--- src/rtl/core/lmcm_pkg.sv ---
// lmcm_pkg: widths, codes, pipeline records and the restoring divide step
// shared by every file of the led matrix coordinate mapper
// no dependencies
package lmcm_pkg;

  localparam int unsigned MAX_SIDE = 128;
  localparam int unsigned SIDE_W   = 8;
  localparam int unsigned COORD_W  = 7;
  localparam int unsigned IDX_W    = 14;
  localparam int unsigned TOTAL_W  = 15;
  localparam int unsigned FIELD_W  = 16;
  localparam int unsigned CFG_IDX_W = 2;

  localparam logic [SIDE_W-1:0] RST_WIDTH  = 8'd8;
  localparam logic [SIDE_W-1:0] RST_HEIGHT = 8'd8;

  typedef enum logic [CFG_IDX_W-1:0] {
    REG_WIDTH  = 2'd0,
    REG_HEIGHT = 2'd1,
    REG_LAYOUT = 2'd2
  } reg_idx_t;

  typedef enum logic [1:0] {
    LAYOUT_LINEAR = 2'd0,
    LAYOUT_ZIGZAG = 2'd1,
    LAYOUT_SNAKE  = 2'd2
  } layout_t;

  typedef enum logic {
    OP_FWD = 1'b0,
    OP_INV = 1'b1
  } op_t;

  // settled geometry, as seen by the front and back stages
  typedef struct packed {
    logic [SIDE_W-1:0]  w;
    logic [SIDE_W-1:0]  h;
    logic               serp;
    logic [TOTAL_W-1:0] total;
  } geom_t;

  // first stage: the request as taken
  typedef struct packed {
    logic               valid;
    op_t                op;
    logic [FIELD_W-1:0] col;
    logic [FIELD_W-1:0] row;
    logic [FIELD_W-1:0] idx;
  } req_t;

  // later stages: forward sum and divider state side by side
  typedef struct packed {
    logic               valid;
    op_t                op;
    logic               ok;
    logic [IDX_W-1:0]   acc;
    logic [COORD_W-1:0] fcol;
    logic [IDX_W-1:0]   rem;
    logic [COORD_W-1:0] quo;
  } pipe_t;

  typedef struct packed {
    logic [IDX_W-1:0] rem;
    logic             qbit;
  } div_t;

  // one restoring step against w shifted up by k
  function automatic div_t div_step(input logic [IDX_W-1:0] rem,
                                    input logic [SIDE_W-1:0] w,
                                    input int unsigned k);
    logic [TOTAL_W-1:0] d;
    div_t res;
    d = TOTAL_W'(w) << k;
    if ({1'b0, rem} >= d) begin
      res.rem  = rem - d[IDX_W-1:0];
      res.qbit = 1'b1;
    end else begin
      res.rem  = rem;
      res.qbit = 1'b0;
    end
    return res;
  endfunction

endpackage

--- src/rtl/core/led_matrix_coordinate_mapper_core.sv ---
// led_matrix_coordinate_mapper_core: top level of the coordinate mapper
// depends on lmcm_pkg, lmcm_cfg, lmcm_front, lmcm_back
//
//   channel  | ports                                   | handshake
//   ---------+-----------------------------------------+---------------------------
//   request  | in_opcode in_col in_row in_index        | start high, busy low
//   result   | out_index out_col out_row out_in_range  | out_valid, one cycle
//   config   | cfg_index cfg_data                      | cfg_valid and cfg_ready
//
// one request per clock while busy is low; the result is registered through
// the five register stages of the shared divide path
// (request, two divide steps per middle stage, last step plus result register)
// busy is high only during reset and the cycle that follows it
// reset clears all valid bits and restores an 8 by 8 linear matrix
// the receiver cannot stall; cfg_ready is always high
module led_matrix_coordinate_mapper_core import lmcm_pkg::*; (
  input  logic                 clk,
  input  logic                 rst_n,
  input  logic                 start,
  output logic                 busy,
  input  logic                 in_opcode,
  input  logic [FIELD_W-1:0]   in_col,
  input  logic [FIELD_W-1:0]   in_row,
  input  logic [FIELD_W-1:0]   in_index,
  output logic                 out_valid,
  output logic [IDX_W-1:0]     out_index,
  output logic [COORD_W-1:0]   out_col,
  output logic [COORD_W-1:0]   out_row,
  output logic                 out_in_range,
  input  logic                 cfg_valid,
  output logic                 cfg_ready,
  input  logic [CFG_IDX_W-1:0] cfg_index,
  input  logic [SIDE_W-1:0]    cfg_data
);

  logic  busy_r;
  req_t  a_r;
  geom_t geom;
  pipe_t b_pipe;

  always_ff @(posedge clk) begin
    if (!rst_n) begin
      busy_r    <= 1'b1;
      a_r.valid <= 1'b0;
    end else begin
      busy_r    <= 1'b0;
      a_r.valid <= start && !busy_r;
    end
    a_r.op  <= op_t'(in_opcode);
    a_r.col <= in_col;
    a_r.row <= in_row;
    a_r.idx <= in_index;
  end

  lmcm_cfg u_cfg (
    .clk     (clk),
    .rst_n   (rst_n),
    .wr_en   (cfg_valid),
    .wr_idx  (cfg_index),
    .wr_data (cfg_data),
    .geom    (geom)
  );

  lmcm_front u_front (
    .clk   (clk),
    .rst_n (rst_n),
    .geom  (geom),
    .req   (a_r),
    .pipe  (b_pipe)
  );

  lmcm_back u_back (
    .clk       (clk),
    .rst_n     (rst_n),
    .geom      (geom),
    .pipe      (b_pipe),
    .res_valid (out_valid),
    .res_index (out_index),
    .res_col   (out_col),
    .res_row   (out_row),
    .res_ok    (out_in_range)
  );

  assign busy      = busy_r;
  assign cfg_ready = 1'b1;

endmodule

--- src/rtl/core/lmcm_cfg.sv ---
// lmcm_cfg: configuration registers and the settled geometry derived from them
// depends on lmcm_pkg
module lmcm_cfg import lmcm_pkg::*; (
  input  logic                 clk,
  input  logic                 rst_n,
  input  logic                 wr_en,
  input  logic [CFG_IDX_W-1:0] wr_idx,
  input  logic [SIDE_W-1:0]    wr_data,
  output geom_t                geom
);

  logic [SIDE_W-1:0] width_r;
  logic [SIDE_W-1:0] height_r;
  logic [1:0]        layout_r;
  geom_t             geom_r;
  geom_t             geom_nxt;

  always_ff @(posedge clk) begin
    if (!rst_n) begin
      width_r  <= RST_WIDTH;
      height_r <= RST_HEIGHT;
      layout_r <= LAYOUT_LINEAR;
    end else if (wr_en) begin
      unique case (wr_idx)
        REG_WIDTH:  width_r  <= wr_data;
        REG_HEIGHT: height_r <= wr_data;
        REG_LAYOUT: layout_r <= wr_data[1:0];
        default: ;
      endcase
    end
  end

  // sides saturate at the largest matrix; any non-linear code is serpentine
  always_comb begin
    geom_nxt.w     = (width_r  > SIDE_W'(MAX_SIDE)) ? SIDE_W'(MAX_SIDE) : width_r;
    geom_nxt.h     = (height_r > SIDE_W'(MAX_SIDE)) ? SIDE_W'(MAX_SIDE) : height_r;
    geom_nxt.serp  = (layout_r != LAYOUT_LINEAR);
    geom_nxt.total = TOTAL_W'(geom_nxt.w) * TOTAL_W'(geom_nxt.h);
  end

  always_ff @(posedge clk) begin
    if (!rst_n) begin
      geom_r.w     <= RST_WIDTH;
      geom_r.h     <= RST_HEIGHT;
      geom_r.serp  <= 1'b0;
      geom_r.total <= TOTAL_W'(RST_WIDTH) * TOTAL_W'(RST_HEIGHT);
    end else begin
      geom_r <= geom_nxt;
    end
  end

  assign geom = geom_r;

endmodule

--- src/rtl/core/lmcm_front.sv ---
// lmcm_front: range check, row product, column mirror and the two top divide steps
// depends on lmcm_pkg
module lmcm_front import lmcm_pkg::*; (
  input  logic  clk,
  input  logic  rst_n,
  input  geom_t geom,
  input  req_t  req,
  output pipe_t pipe
);

  pipe_t b_r;
  pipe_t b_nxt;

  always_comb begin
    logic [SIDE_W-1:0] mcol;
    div_t              s6;
    div_t              s5;
    b_nxt       = '0;
    b_nxt.valid = req.valid;
    b_nxt.op    = req.op;
    if (req.op == OP_FWD) begin
      b_nxt.ok = (req.col < FIELD_W'(geom.w)) && (req.row < FIELD_W'(geom.h));
    end else begin
      b_nxt.ok = (req.idx < FIELD_W'(geom.total));
    end
    mcol = req.col[SIDE_W-1:0];
    if (geom.serp && req.row[0]) begin
      mcol = geom.w - 8'd1 - req.col[SIDE_W-1:0];
    end
    b_nxt.fcol = mcol[COORD_W-1:0];
    b_nxt.acc  = IDX_W'(req.row[COORD_W-1:0]) * IDX_W'(geom.w);
    s6 = div_step(req.idx[IDX_W-1:0], geom.w, 6);
    s5 = div_step(s6.rem, geom.w, 5);
    b_nxt.rem    = s5.rem;
    b_nxt.quo[6] = s6.qbit;
    b_nxt.quo[5] = s5.qbit;
  end

  always_ff @(posedge clk) begin
    if (!rst_n) begin
      b_r.valid <= 1'b0;
    end else begin
      b_r.valid <= b_nxt.valid;
    end
    b_r.op   <= b_nxt.op;
    b_r.ok   <= b_nxt.ok;
    b_r.acc  <= b_nxt.acc;
    b_r.fcol <= b_nxt.fcol;
    b_r.rem  <= b_nxt.rem;
    b_r.quo  <= b_nxt.quo;
  end

  assign pipe = b_r;

endmodule

--- src/rtl/core/lmcm_back.sv ---
// lmcm_back: forward add, remaining divide steps, un-mirror and the result register
// depends on lmcm_pkg
module lmcm_back import lmcm_pkg::*; (
  input  logic               clk,
  input  logic               rst_n,
  input  geom_t              geom,
  input  pipe_t              pipe,
  output logic               res_valid,
  output logic [IDX_W-1:0]   res_index,
  output logic [COORD_W-1:0] res_col,
  output logic [COORD_W-1:0] res_row,
  output logic               res_ok
);

  pipe_t c_r, c_nxt;
  pipe_t d_r, d_nxt;

  logic               valid_r;
  logic [IDX_W-1:0]   index_r, index_nxt;
  logic [COORD_W-1:0] col_r, col_nxt;
  logic [COORD_W-1:0] row_r, row_nxt;
  logic               ok_r;

  always_comb begin
    div_t s4;
    div_t s3;
    c_nxt     = pipe;
    c_nxt.acc = pipe.acc + IDX_W'(pipe.fcol);
    s4 = div_step(pipe.rem, geom.w, 4);
    s3 = div_step(s4.rem, geom.w, 3);
    c_nxt.rem    = s3.rem;
    c_nxt.quo[4] = s4.qbit;
    c_nxt.quo[3] = s3.qbit;
  end

  always_comb begin
    div_t s2;
    div_t s1;
    d_nxt = c_r;
    s2 = div_step(c_r.rem, geom.w, 2);
    s1 = div_step(s2.rem, geom.w, 1);
    d_nxt.rem    = s1.rem;
    d_nxt.quo[2] = s2.qbit;
    d_nxt.quo[1] = s1.qbit;
  end

  always_comb begin
    div_t              s0;
    logic [SIDE_W-1:0] ucol;
    logic [COORD_W-1:0] quo;
    s0     = div_step(d_r.rem, geom.w, 0);
    quo    = {d_r.quo[6:1], s0.qbit};
    ucol   = SIDE_W'(s0.rem);
    // odd rows of serpentine layouts run backwards
    if (geom.serp && s0.qbit) begin
      ucol = geom.w - 8'd1 - SIDE_W'(s0.rem);
    end
    index_nxt = '0;
    col_nxt   = '0;
    row_nxt   = '0;
    if (d_r.ok) begin
      if (d_r.op == OP_FWD) begin
        index_nxt = d_r.acc;
      end else begin
        col_nxt = ucol[COORD_W-1:0];
        row_nxt = quo;
      end
    end
  end

  always_ff @(posedge clk) begin
    if (!rst_n) begin
      c_r.valid <= 1'b0;
      d_r.valid <= 1'b0;
      valid_r   <= 1'b0;
    end else begin
      c_r.valid <= c_nxt.valid;
      d_r.valid <= d_nxt.valid;
      valid_r   <= d_r.valid;
    end
    c_r.op   <= c_nxt.op;
    c_r.ok   <= c_nxt.ok;
    c_r.acc  <= c_nxt.acc;
    c_r.fcol <= c_nxt.fcol;
    c_r.rem  <= c_nxt.rem;
    c_r.quo  <= c_nxt.quo;
    d_r.op   <= d_nxt.op;
    d_r.ok   <= d_nxt.ok;
    d_r.acc  <= d_nxt.acc;
    d_r.fcol <= d_nxt.fcol;
    d_r.rem  <= d_nxt.rem;
    d_r.quo  <= d_nxt.quo;
    index_r  <= index_nxt;
    col_r    <= col_nxt;
    row_r    <= row_nxt;
    ok_r     <= d_r.ok;
  end

  assign res_valid = valid_r;
  assign res_index = index_r;
  assign res_col   = col_r;
  assign res_row   = row_r;
  assign res_ok    = ok_r;

endmodule

--- config.mk ---
export PLATFORM = sky130hd
export DESIGN_NAME = led_matrix_coordinate_mapper_core
export DESIGN_NICKNAME = d
export VERILOG_FILES = /design/src/rtl/core/lmcm_pkg.sv /design/src/rtl/core/led_matrix_coordinate_mapper_core.sv /design/src/rtl/core/lmcm_cfg.sv /design/src/rtl/core/lmcm_front.sv /design/src/rtl/core/lmcm_back.sv
export SDC_FILE = /design/constraint.sdc
export NUM_CORES = 1
export LEC_CHECK = 0
export BUFFER_PORTS_ARGS = -buffer_cell sky130_fd_sc_hd__buf_2
export CELL_PAD_IN_SITES_DETAIL_PLACEMENT = 0
export CELL_PAD_IN_SITES_GLOBAL_PLACEMENT = 1
export CORE_MARGIN = 10
export CORE_UTILIZATION = 45
export CTS_CLUSTER_DIAMETER = 50
export DETAILED_ROUTE_END_ITERATION = 6
export GPL_TIMING_DRIVEN = 0
export PLACE_DENSITY_LB_ADDON = 0.1
export SKIP_LAST_GASP = 1
export SYNTH_ARGS = -nofsm -noshare
export SYNTH_HDL_FRONTEND = slang
export SYNTH_HIERARCHICAL = 1
export SYNTH_SLANG_ARGS = --single-unit
--- constraint.sdc ---
create_clock -name clk -period 11.1 [get_ports clk]
set_input_delay 1.11 -clock clk [delete_from_list [all_inputs] [get_ports clk]]
set_output_delay 1.11 -clock clk [all_outputs]
set_load 0.005 [all_outputs]
* After elaboration in Yosys (flattened, before gate mapping)
Index checks and enable logic that the tools add are counted.
** Storage, ports and cells
- Output and inout port bits :: 32
- Input port bits :: 63
- Word-level logic and storage cells :: 90
- Register bits :: 243
** Operators by class
- $mul :: 2
- Equal/unequal tests :: 2
- Add/subtract/negate cells :: 11
- Bitwise gates (word level) :: 1
- Multiplexer cells :: 13
- Magnitude comparators :: 12
- Reductions and logical operators :: 12
** Operators by type and width (number)
- two-way mux 15 bit :: 6
- < comparator 16 x 8 -> 1 bit :: 2
- two-way mux 8 bit :: 3
- subtractor 7 bit :: 3
- > comparator 8 bit (second input constant) :: 2
- < comparator 16 x 15 -> 1 bit :: 1
- multiplier 8 x 8 -> 15 bit :: 1
- adder 14 x 7 -> 14 bit :: 1
- >= comparator 14 x 10 -> 1 bit :: 1
- >= comparator 14 x 11 -> 1 bit :: 1
- >= comparator 14 x 12 -> 1 bit :: 1
- >= comparator 14 x 13 -> 1 bit :: 1
- >= comparator 14 bit :: 1
- >= comparator 14 x 8 -> 1 bit :: 1
- >= comparator 14 x 9 -> 1 bit :: 1
- multiplier 7 x 8 -> 14 bit :: 1
- two-way mux 7 bit :: 2
- subtractor 14 x 10 -> 14 bit :: 1
- subtractor 14 x 11 -> 14 bit :: 1
- subtractor 14 x 12 -> 14 bit :: 1
- subtractor 14 x 13 -> 14 bit :: 1
- subtractor 14 bit :: 1
- subtractor 14 x 9 -> 14 bit :: 1
- AND reduction 2 bit :: 4
- other kinds (10) :: 14

* Depth between registers and ports, before layout
Gate-level depths: netlist (run 1).
- Word-level depth :: 4
- Mapped depth :: 23

* By module
The synthesis (run 1) kept the hierarchy.
** By module, submodules not included
- lmcm_back :: area each 5481.5 um^2, instances 1, cells an instance 569, seq. area each 2042.0 um^2
- lmcm_front :: area each 4576.9 um^2, instances 1, cells an instance 495, seq. area each 800.8 um^2
- lmcm_cfg :: area each 3614.7 um^2, instances 1, cells an instance 390, seq. area each 1001.0 um^2
- led_matrix_coordinate_mapper_core :: area each 1044.8 um^2, instances 1, cells an instance 55, seq. area each 1021.0 um^2

* Least setup slack after synthesis (run 1)
No wires, ideal clock.
- Kind :: reg-to-reg
- From :: reg u_cfg.geom_r, in the netlist u_cfg/geom[25]
- To :: reg u_back/c_r[13] in the netlist's numbering
- Period minus slack after synthesis :: 4.654 ns
- Cell stages (with the launch flop) :: 19
- Arrival :: 4.532 ns
- Library setup time :: 0.121 ns
- Slack :: 6.446 ns
- Data required time :: 10.979 ns
- Path through :: dfxtp_1 -> inv_1 -> fa_1 -> a211oi_2 -> o21bai_2 -> a2111oi_4 -> o211ai_2 -> clkbuf_1 -> o21ai_0 -> inv_1 -> ha_1 -> nor2b_1 -> o21bai_1 -> a31oi_1 -> o21a_1 -> nor2_1 -> and4b_4 -> buf_12 -> mux2_4
** RTL lines
- from (decl) :: line lmcm_cfg.sv:15 : geom_t geom_r;
- from (signal assigned) :: line lmcm_cfg.sv:48 : geom_r <= geom_nxt;
- to (decl) :: line lmcm_back.sv:15 : pipe_t c_r, c_nxt;

==> qor.yml, run 1 <==
status:
  status: "finished, final reports clean"
timing:
  period_share: 0.512
  fmax_mhz: 176
  skew_ps: 23.9
  setup_violations: 0
  finalHoldViolCount: 0
  rsz0062_at_grt: "false"
  drv_slew: 0
  slew_headroom: 0.473
  holdWs_ps: 325
  min_period_ps: 5680
  worst_slew_pin_slew_ps: 783
  finalSetupTns_ps: 0
worst_setup_path:
  cpMaxStageDelayCell: "dfxtp_1"
  slowest_delay_ps: 800
  crit_type: "register to register"
  crit_chain: "inv_1 > fa_1 > a211oi_2 > o21bai_2 > a2111oi_4 > o211ai_2 > clkbuf_1 > o21ai_0 > inv_1 > ha_1 > nor2b_1 > o21bai_1 > a31oi_1 > o21a_1 > nor2_1 > and4b_4 > buf_12 > mux2_4"
  crit_required_ps: 11540
  critPathMaxFanout: 15
  worstPathArrival_ps: 6130
  critPathLaunchType: "register"
  startpoint: "u_cfg/geom[25]"
  crit_path_end_kind: "register"
  crit-reg2reg-launch: "u_cfg/geom[25]"
  cpMostUsedCell: "inv_1"
power:
  irDropWorstVdd_v: 0.000121
  power_mw: 3.31
  power.density_nw_per_um2: 198
  p_leak_nw: 7.77
routing:
  wire_per_inst_microns: 15.5
  vias: 10400
  first_iter_violations: 485
  dr.pass1.iters: 6
  drc: 0
  drt_wl_total_microns: 32400
  ant_nets: 0
  via_per_inst: 4.97
final_layout:
  final_cells: 2094
  fillers: 3074
  syn_to_final_growth_pct: 14.1
  layout_common_cells: "dfxtp_1, ha_1, inv_1"
  fin_nets: 1934
  diodes: 0
  drive_above_1_share: 0.134
  layout_commonest_cell: "dfxtp_1"
die:
  dieArea_sq_um: 40200
  initial_core_util: 0.453
  die_x_microns: 201
  io_pins: 95
  std_cell_rows: 66
  die_h_microns: 201
  core_area_sq_um: 32400
clock_tree:
  cts.hold.buffers_added: 0
  htreeDepth: 1
  clockBufferDepth: 3
  root_buffer: "clkbuf_16"
  cts_tree: "built"
  clk_latency_ps: 570
  cts-resized-gates: 0
  postCtsSetupRepairBufs: 0
  cts_sinks: 243
  clk_pin_slew_ps: 60
  cts_buffers: 31
global_route:
  grtUsageTotal: 0.163
  first_global_vias: 10600
  grt_pass1_wl_microns: 54500
  grt_antenna_before_repair: 0
  overflow: 0
  grt_max_degree: 18
run:
  cap_violations: 0
synth:
  syn_avg_cell_area_sq_um: 9.76
  yosysWarnings: 6
  netlist_instances: 1503
  syn_nets: 1808
  syn_area_sq_um: 14700
placed_design:
  dp_hpwl_microns: 26200
  finalWeightedCongestion: 0.856
  dp.cells: 2038
  io_buffers: 93
min_path:
  holdCritPathClass: "register to register"
  min_from: "u_back/c_r[33]"
==> area by class of cell <==
cell class | instances | area [sq um] | share of cell area
sequential | 243 | 4860 | 0.291
tap | 442 | 553 | 0.0330
timing repair buffer | 93 | 465 | 0.0278
inverter | 145 | 558 | 0.0333
clock buffer | 41 | 873 | 0.0522
multi-input combinational | 1089 | 9100 | 0.544
clock inverter | 15 | 176 | 0.0105
buffer | 26 | 150 | 0.00897
==> path summary, 6_finish.rpt <==
kind	to	slack, ps	depth (start not counted)
worst min-delay path	u_back/d_r[33]	320	0
worst min register to register	u_back/d_r[33]	320	0
worst max register to register	u_back/c_r[13]	5420	18
worst max-delay path	u_back/c_r[13]	5420	18
==> critical path, delay by kind of cell, from the launching register on <==
kind	cells	cell delay, ps
AO/OA/AOI/OAI	8	2060
buffers and inverters	4	970
flip-flops	1	800
AND/OR/NAND/NOR	3	530
multiplexers	1	290
adder cells (fa/ha/maj)	2	890
==> state kept, by name (all words and copies together) (netlist names) <==
name	cells
u_cfg/geom	32
u_cfg/height_r	8
u_front/pipe	40
u_back/c_r	35
u_back/d_r	37
busy	1
u_cfg/width_r	8
u_back/res_index	14
u_back/res_valid	1
u_back/res_row	7
a_r	50
u_back/res_col	7
u_back/res_ok	1
u_cfg/layout_r	2
==> layer usage <==
layer  vias up  track usage  part of all wire
met5         -            0                 0
li1       5366            -                 -
met2       157        0.275              0.47
met1      4837        0.214              0.48
met4         0       0.0425             0.020
met3        42       0.0247             0.038
==> where the power goes <==
group | leakage (nW) | switching (mW) | internal (mW)
registers | 2.01 | 0.0655 | 1.00
clock network | 0.523 | 0.382 | 0.607
logic | 5.23 | 0.648 | 0.609
total | 7.77 | 1.10 | 2.22
==> metrics by stage <==
stage	util	area (sq um)	setup slack (ps)
6_report	0.517	16700	5420
5_1_grt	0.517	16700	4880
4_1_cts	0.517	16700	5350
3_5_place_dp	0.485	15700	5390
3_3_place_gp	0.485	15700	5400
2_1_floorplan	-	14700	6450
No activity file was read; power rests on OpenSTA's default activity.
==> run 2: changes to the inputs <==
- ABC_AREA: default -> 1
- clock period: 11.1 -> 5.5 ns (I/O delays scaled with it)
==> run 2 against run 1 <==
  * Non-clock buffer count is 7 higher
  * Highest routed layer unchanged
  * Sequential power is 110% higher
  * Critical endpoint is now u_front/pipe[39]
  * Synthesized area is 7.3% higher
  * Total power is 140% higher
  * Largest cell class unchanged
  * Synthesized cell count is 39% higher
==> qor.yml, run 2 <==
status:
  status: "finished, final reports clean"
clock_tree:
  clockBufferDepth: 3
  clk_pin_slew_ps: 60
  clk_latency_ps: 570
  cts.hold.buffers_added: 0
  cts_sinks: 243
  cts_buffers: 31
  cts_tree: "built"
  htreeDepth: 1
  postCtsSetupRepairBufs: 0
  cts-resized-gates: 0
  root_buffer: "clkbuf_16"
timing:
  setup_violations: 0
  rsz0062_at_grt: "false"
  finalSetupTns_ps: 0
  worst_slew_pin_slew_ps: 945
  skew_ps: 10.8
  setup_ws_ps: 897
  fmax_mhz: 217
  period_share: 0.837
  drv_slew: 0
  slew_headroom: 0.369
  finalHoldViolCount: 0
  min_period_ps: 4600
global_route:
  grt_pass1_wl_microns: 64100
  grtUsageTotal: 0.179
  overflow: 0
  first_global_vias: 12900
  grt_max_degree: 18
  grt_antenna_before_repair: 2
synth:
  syn_nets: 2392
  syn_avg_cell_area_sq_um: 7.55
  yosysWarnings: 6
  netlist_instances: 2087
  syn_area_sq_um: 15800
final_layout:
  fillers: 3525
  layout_commonest_cell: "nand2_1"
  regMostFlops: "a_r"
  largest_reg_flops: 50
  syn_to_final_growth_pct: 13.2
  fin_nets: 2518
  drive_above_1_share: 0.115
  layout_common_cells: "nand2_1, inv_1, dfxtp_1"
  final_cells: 2693
min_path:
  holdCritPathClass: "input pin to register"
run:
  cap_violations: 0
placed_design:
  dp_hpwl_microns: 30800
  dp.cells: 2635
  io_buffers: 93
  dp_slack_ps: 850
  finalWeightedCongestion: 0.873
routing:
  drt_wl_total_microns: 38300
  drc: 0
  via_per_inst: 4.73
  dr.pass1.iters: 5
  wire_per_inst_microns: 14.2
  ant_nets: 0
  vias: 12700
  first_iter_violations: 611
worst_setup_path:
  cpMostUsedCell: "fa_1"
  critPathLaunchType: "register"
  crit_type: "register to register"
  crit_required_ps: 5960
  critPathMaxFanout: 8
  cpMaxStageDelayCell: "dfxtp_1"
  ff2ff_setup_slack_ps: 900
  crit_chain: "clkbuf_1 > nand2_1 > fa_1 > fa_1 > inv_1 > fa_1 > inv_1 > fa_1 > inv_1 > ha_1 > a21oi_1 > o21ai_0 > nand2_1 > nand3_1 > xor2_1"
  worstPathArrival_ps: 5060
  slowest_delay_ps: 650
  crit_path_end_kind: "register"
die:
  dieArea_sq_um: 42900
  std_cell_rows: 68
  initial_core_util: 0.456
  die_h_microns: 207
  core_area_sq_um: 34500
  io_pins: 95
  die_x_microns: 207
power:
  irDropWorstVdd_v: 0.000406
  power.density_nw_per_um2: 439
  p_leak_nw: 9.64
  power_mw: 7.82
==> run 2: changes by cell type in the layout (fill, tap and decap cells not counted), moves of 34 or more <==
cell     change
inv_1      +224
a21oi_1     +37
and2_1      -74
nand3_1     +78
mux2i_1     -37
nand2_1    +416
xnor2_1     -34
nor2_1      +62
==> run 2: power by group <==
group / leakage [nW] / internal, mW / switching [mW] / total, mW
clock network: 0.510 / 1.17 / 0.812 / 1.98
registers: 2.02 / 2.06 / 0.136 / 2.20
logic: 7.12 / 1.36 / 2.28 / 3.64
==> run 2: per-stage QoR <==
stage / instance area, sq um / util / hold slack [ps]
final: 17800 / 0.516 / 74.4
after global routing: 17800 / 0.516 / 41.3
after floorplan: 15800 / - / 310
after detailed placement: 16800 / 0.486 / 312
after CTS: 17800 / 0.516 / 46.4
after global placement: 16800 / 0.486 / 310
==> run 2: worst max-delay path: cells and delay by family (launching register included) <==
family	cells	cell delay, ps
xor gates and xnor gates	1	150
and+or+nand+nor	3	300
adders and majority gates	5	2440
AOI/OAI and AO/OA	2	350
DFF	1	650
buffers and inverters	4	570
==> run 2: worst paths after layout <==
check	from	endpoint	cells after the start
setup reg to reg	u_cfg/geom[25]	u_front/pipe[39]	15
hold reg to reg	u_front/pipe[43]	u_back/c_r[43]	0
setup / recovery	u_cfg/geom[25]	u_front/pipe[39]	15
hold / removal	in_row[10]	a_r[26]	1
==> run 2: layer usage <==
| layer | up-vias | GRT usage | share of wire |
|---|---|---|---|
| met5 | - | 0 | 0 |
| met4 | 0 | 0.0705 | 0.037 |
| met3 | 76 | 0.0295 | 0.041 |
| met2 | 194 | 0.299 | 0.46 |
| met1 | 5722 | 0.224 | 0.46 |
| li1 | 6744 | - | - |
==> run 2: cell type report <==
type,instances,area (sq um),area share
Tap cell,455,569,0.0319
Multi-Input combinational cell,1423,9250,0.519
Clock inverter,19,188,0.0105
Antenna cell,2,5.00,0.000281
Timing Repair Buffer,93,465,0.0261
Clock buffer,37,848,0.0476
Inverter,388,1460,0.0817
Buffer,33,184,0.0103
Sequential cell,243,4860,0.273
==> run 3: changes to the inputs <==
- clock period: 5.5 -> 4.5 ns (I/O delays scaled with it)
==> run 3 against run 2 <==
  * Hold slack better by 36 ps
  * Sequential power is 22% higher
  * Final cell count is 1.7% higher
  * Critical endpoint is now u_cfg/geom[12]
  * Die area stayed put
  * Largest cell class unchanged
  * Maximum frequency is 6.5% higher
  * Highest routed layer unchanged
  * Register-to-register slack worse by 720 ps
  * Via count is 1.7% higher
  * Setup slack worse by 720 ps
==> qor.yml, run 3 (synthesized netlist as in run 2, its figures left out) <==
status:
  status: "finished, final reports clean"
final_layout:
  final_cells: 2740
  regMostFlops: "a_r"
  layout_common_cells: "nand2_1, inv_1, dfxtp_1"
  fin_nets: 2567
  layout_commonest_cell: "nand2_1"
  fillers: 3464
  fin_util: 0.533
  post-route-cell-area_sq_um: 18400
  drive_above_1_share: 0.124
  syn_to_final_growth_pct: 16.8
  largest_reg_flops: 50
  diodes: 0
worst_setup_path:
  cp_top_family: "adder cells"
  r2r_cells: 18
  path_depth: 18
  crit_required_ps: 4960
  slowest_delay_ps: 550
  ff2ff_setup_slack_ps: 180
  cpMaxStageDelayCell: "fa_1"
  crit_path_end_kind: "register"
  crit_type: "register to register"
  cpMostUsedCell: "fa_1"
  critPathLaunchType: "register"
  startpoint: "u_cfg/height_r[7]"
  crit_chain: "inv_2 > buf_8 > or2_2 > fa_1 > fa_1 > inv_1 > fa_1 > inv_1 > fa_1 > inv_1 > ha_2 > nand2_1 > nor2_1 > nand3_1 > nand3_1 > nand2_1 > nand2_1 > nor2_1"
  r2r_end: "u_cfg/geom[12]"
  crit-reg2reg-launch: "u_cfg/height_r[7]"
  worstPathArrival_ps: 4780
  critPathMaxFanout: 10
  path_buf_inv: 5
clock_tree:
  cts_tree: "built"
  cts_sinks: 243
  clk_latency_ps: 570
  postCtsSetupRepairBufs: 0
  htreeDepth: 1
  clk_pin_slew_ps: 60
  cts_buffers: 31
  root_buffer: "clkbuf_16"
  clockBufferDepth: 3
die:
  io_pins: 95
  dieArea_sq_um: 42900
  die_h_microns: 207
  std_cell_rows: 68
  core_area_sq_um: 34500
  die_x_microns: 207
  initial_core_util: 0.456
routing:
  ant_nets: 0
  met1_length_microns: 17900
  wl_met3_microns: 1460
  drt_wl_total_microns: 39100
  first_iter_violations: 620
  via_per_inst: 4.73
  vias: 13000
  wl_met2_microns: 18300
  highest_layer: "met4"
  drc: 0
  wire_per_inst_microns: 14.3
  dr.pass1.iters: 5
min_path:
  holdPathStages: 3
  min_from: "start"
  holdCritPathClass: "input pin to register"
  hold_path_end: "a_r[49]"
power:
  p_leak_nw: 9.88
  irDropWorstVdd_v: 0.000495
  power.density_nw_per_um2: 522
  power_mw: 9.61
timing:
  setup_violations: 0
  drv_slew: 0
  worst_slew_pin_slew_ps: 696
  period_share: 0.960
  rsz0062_at_grt: "false"
  skew_ps: 9.56
  fmax_mhz: 231
  min_period_ps: 4320
  setup_ws_ps: 178
  slew_headroom: 0.532
  finalHoldViolCount: 0
global_route:
  grt_pass1_wl_microns: 65400
  grt_antenna_before_repair: 0
  first_global_vias: 13200
  overflow: 0
  grtUsageTotal: 0.182
  grt_max_degree: 18
run:
  cap_violations: 0
placed_design:
  dp_slack_ps: -150
  place_area_sq_um: 16800
  dp_hpwl_microns: 30800
  finalWeightedCongestion: 0.873
  io_buffers: 93
  dp.cells: 2635
-- run 3: worst max-delay path by stage --
stage / slack (ps) / to
final: 180 / u_cfg/geom[12]
after global placement: -150 / u_front/pipe[41]
after CTS: 20 / u_cfg/geom[13]
after floorplan: 410 / u_cfg/geom[9]
after global routing: 3 / u_front/pipe[39]
after detailed placement: -150 / u_front/pipe[39]
-- run 3: repair_timing --
action                                  CTS  global route
endpoints found under the hold margin    49             0
endpoints found under the setup margin   19            25
gates resized for setup                   6            39
hold buffers                             49             0
-- run 3: final cells by class --
cell class,count,area [sq um],share of cell area
plain buffers,33,203,0.0110
well taps,455,569,0.0309
clock buffers,37,848,0.0461
multi-input cells,1423,9310,0.506
flip-flops and latches,243,4880,0.265
clock inverters,19,188,0.0102
repair buffers,142,956,0.0519
inverters,388,1460,0.0793
-- run 3: report_power, final --
group          switching [mW]  leakage, nW  total [mW]  internal [mW]
clock                   0.996        0.510        2.42           1.43
sequential              0.168         2.02        2.69           2.52
combinational            2.80         7.35        4.50           1.70
total                    3.96         9.88        9.61           5.65
-- run 3: per-stage QoR --
stage               hold WS (ps)  setup TNS [ps]
floorplan                    310               0
global placement             310            -506
detailed placement           312           -1300
CTS                         85.6               0
global route                 102               0
finish                       110               0
-- run 3: routing by layer --
metal,vias to the layer above,global-route usage
met5,-,0
met4,0,0.0695
met3,75,0.0289
met2,181,0.310
met1,5852,0.227
li1,6847,-
-- run 3: worst min-delay path: stages --
cell and delay (ps):
buf_2 80, nand2_1 50, nor2_2 70
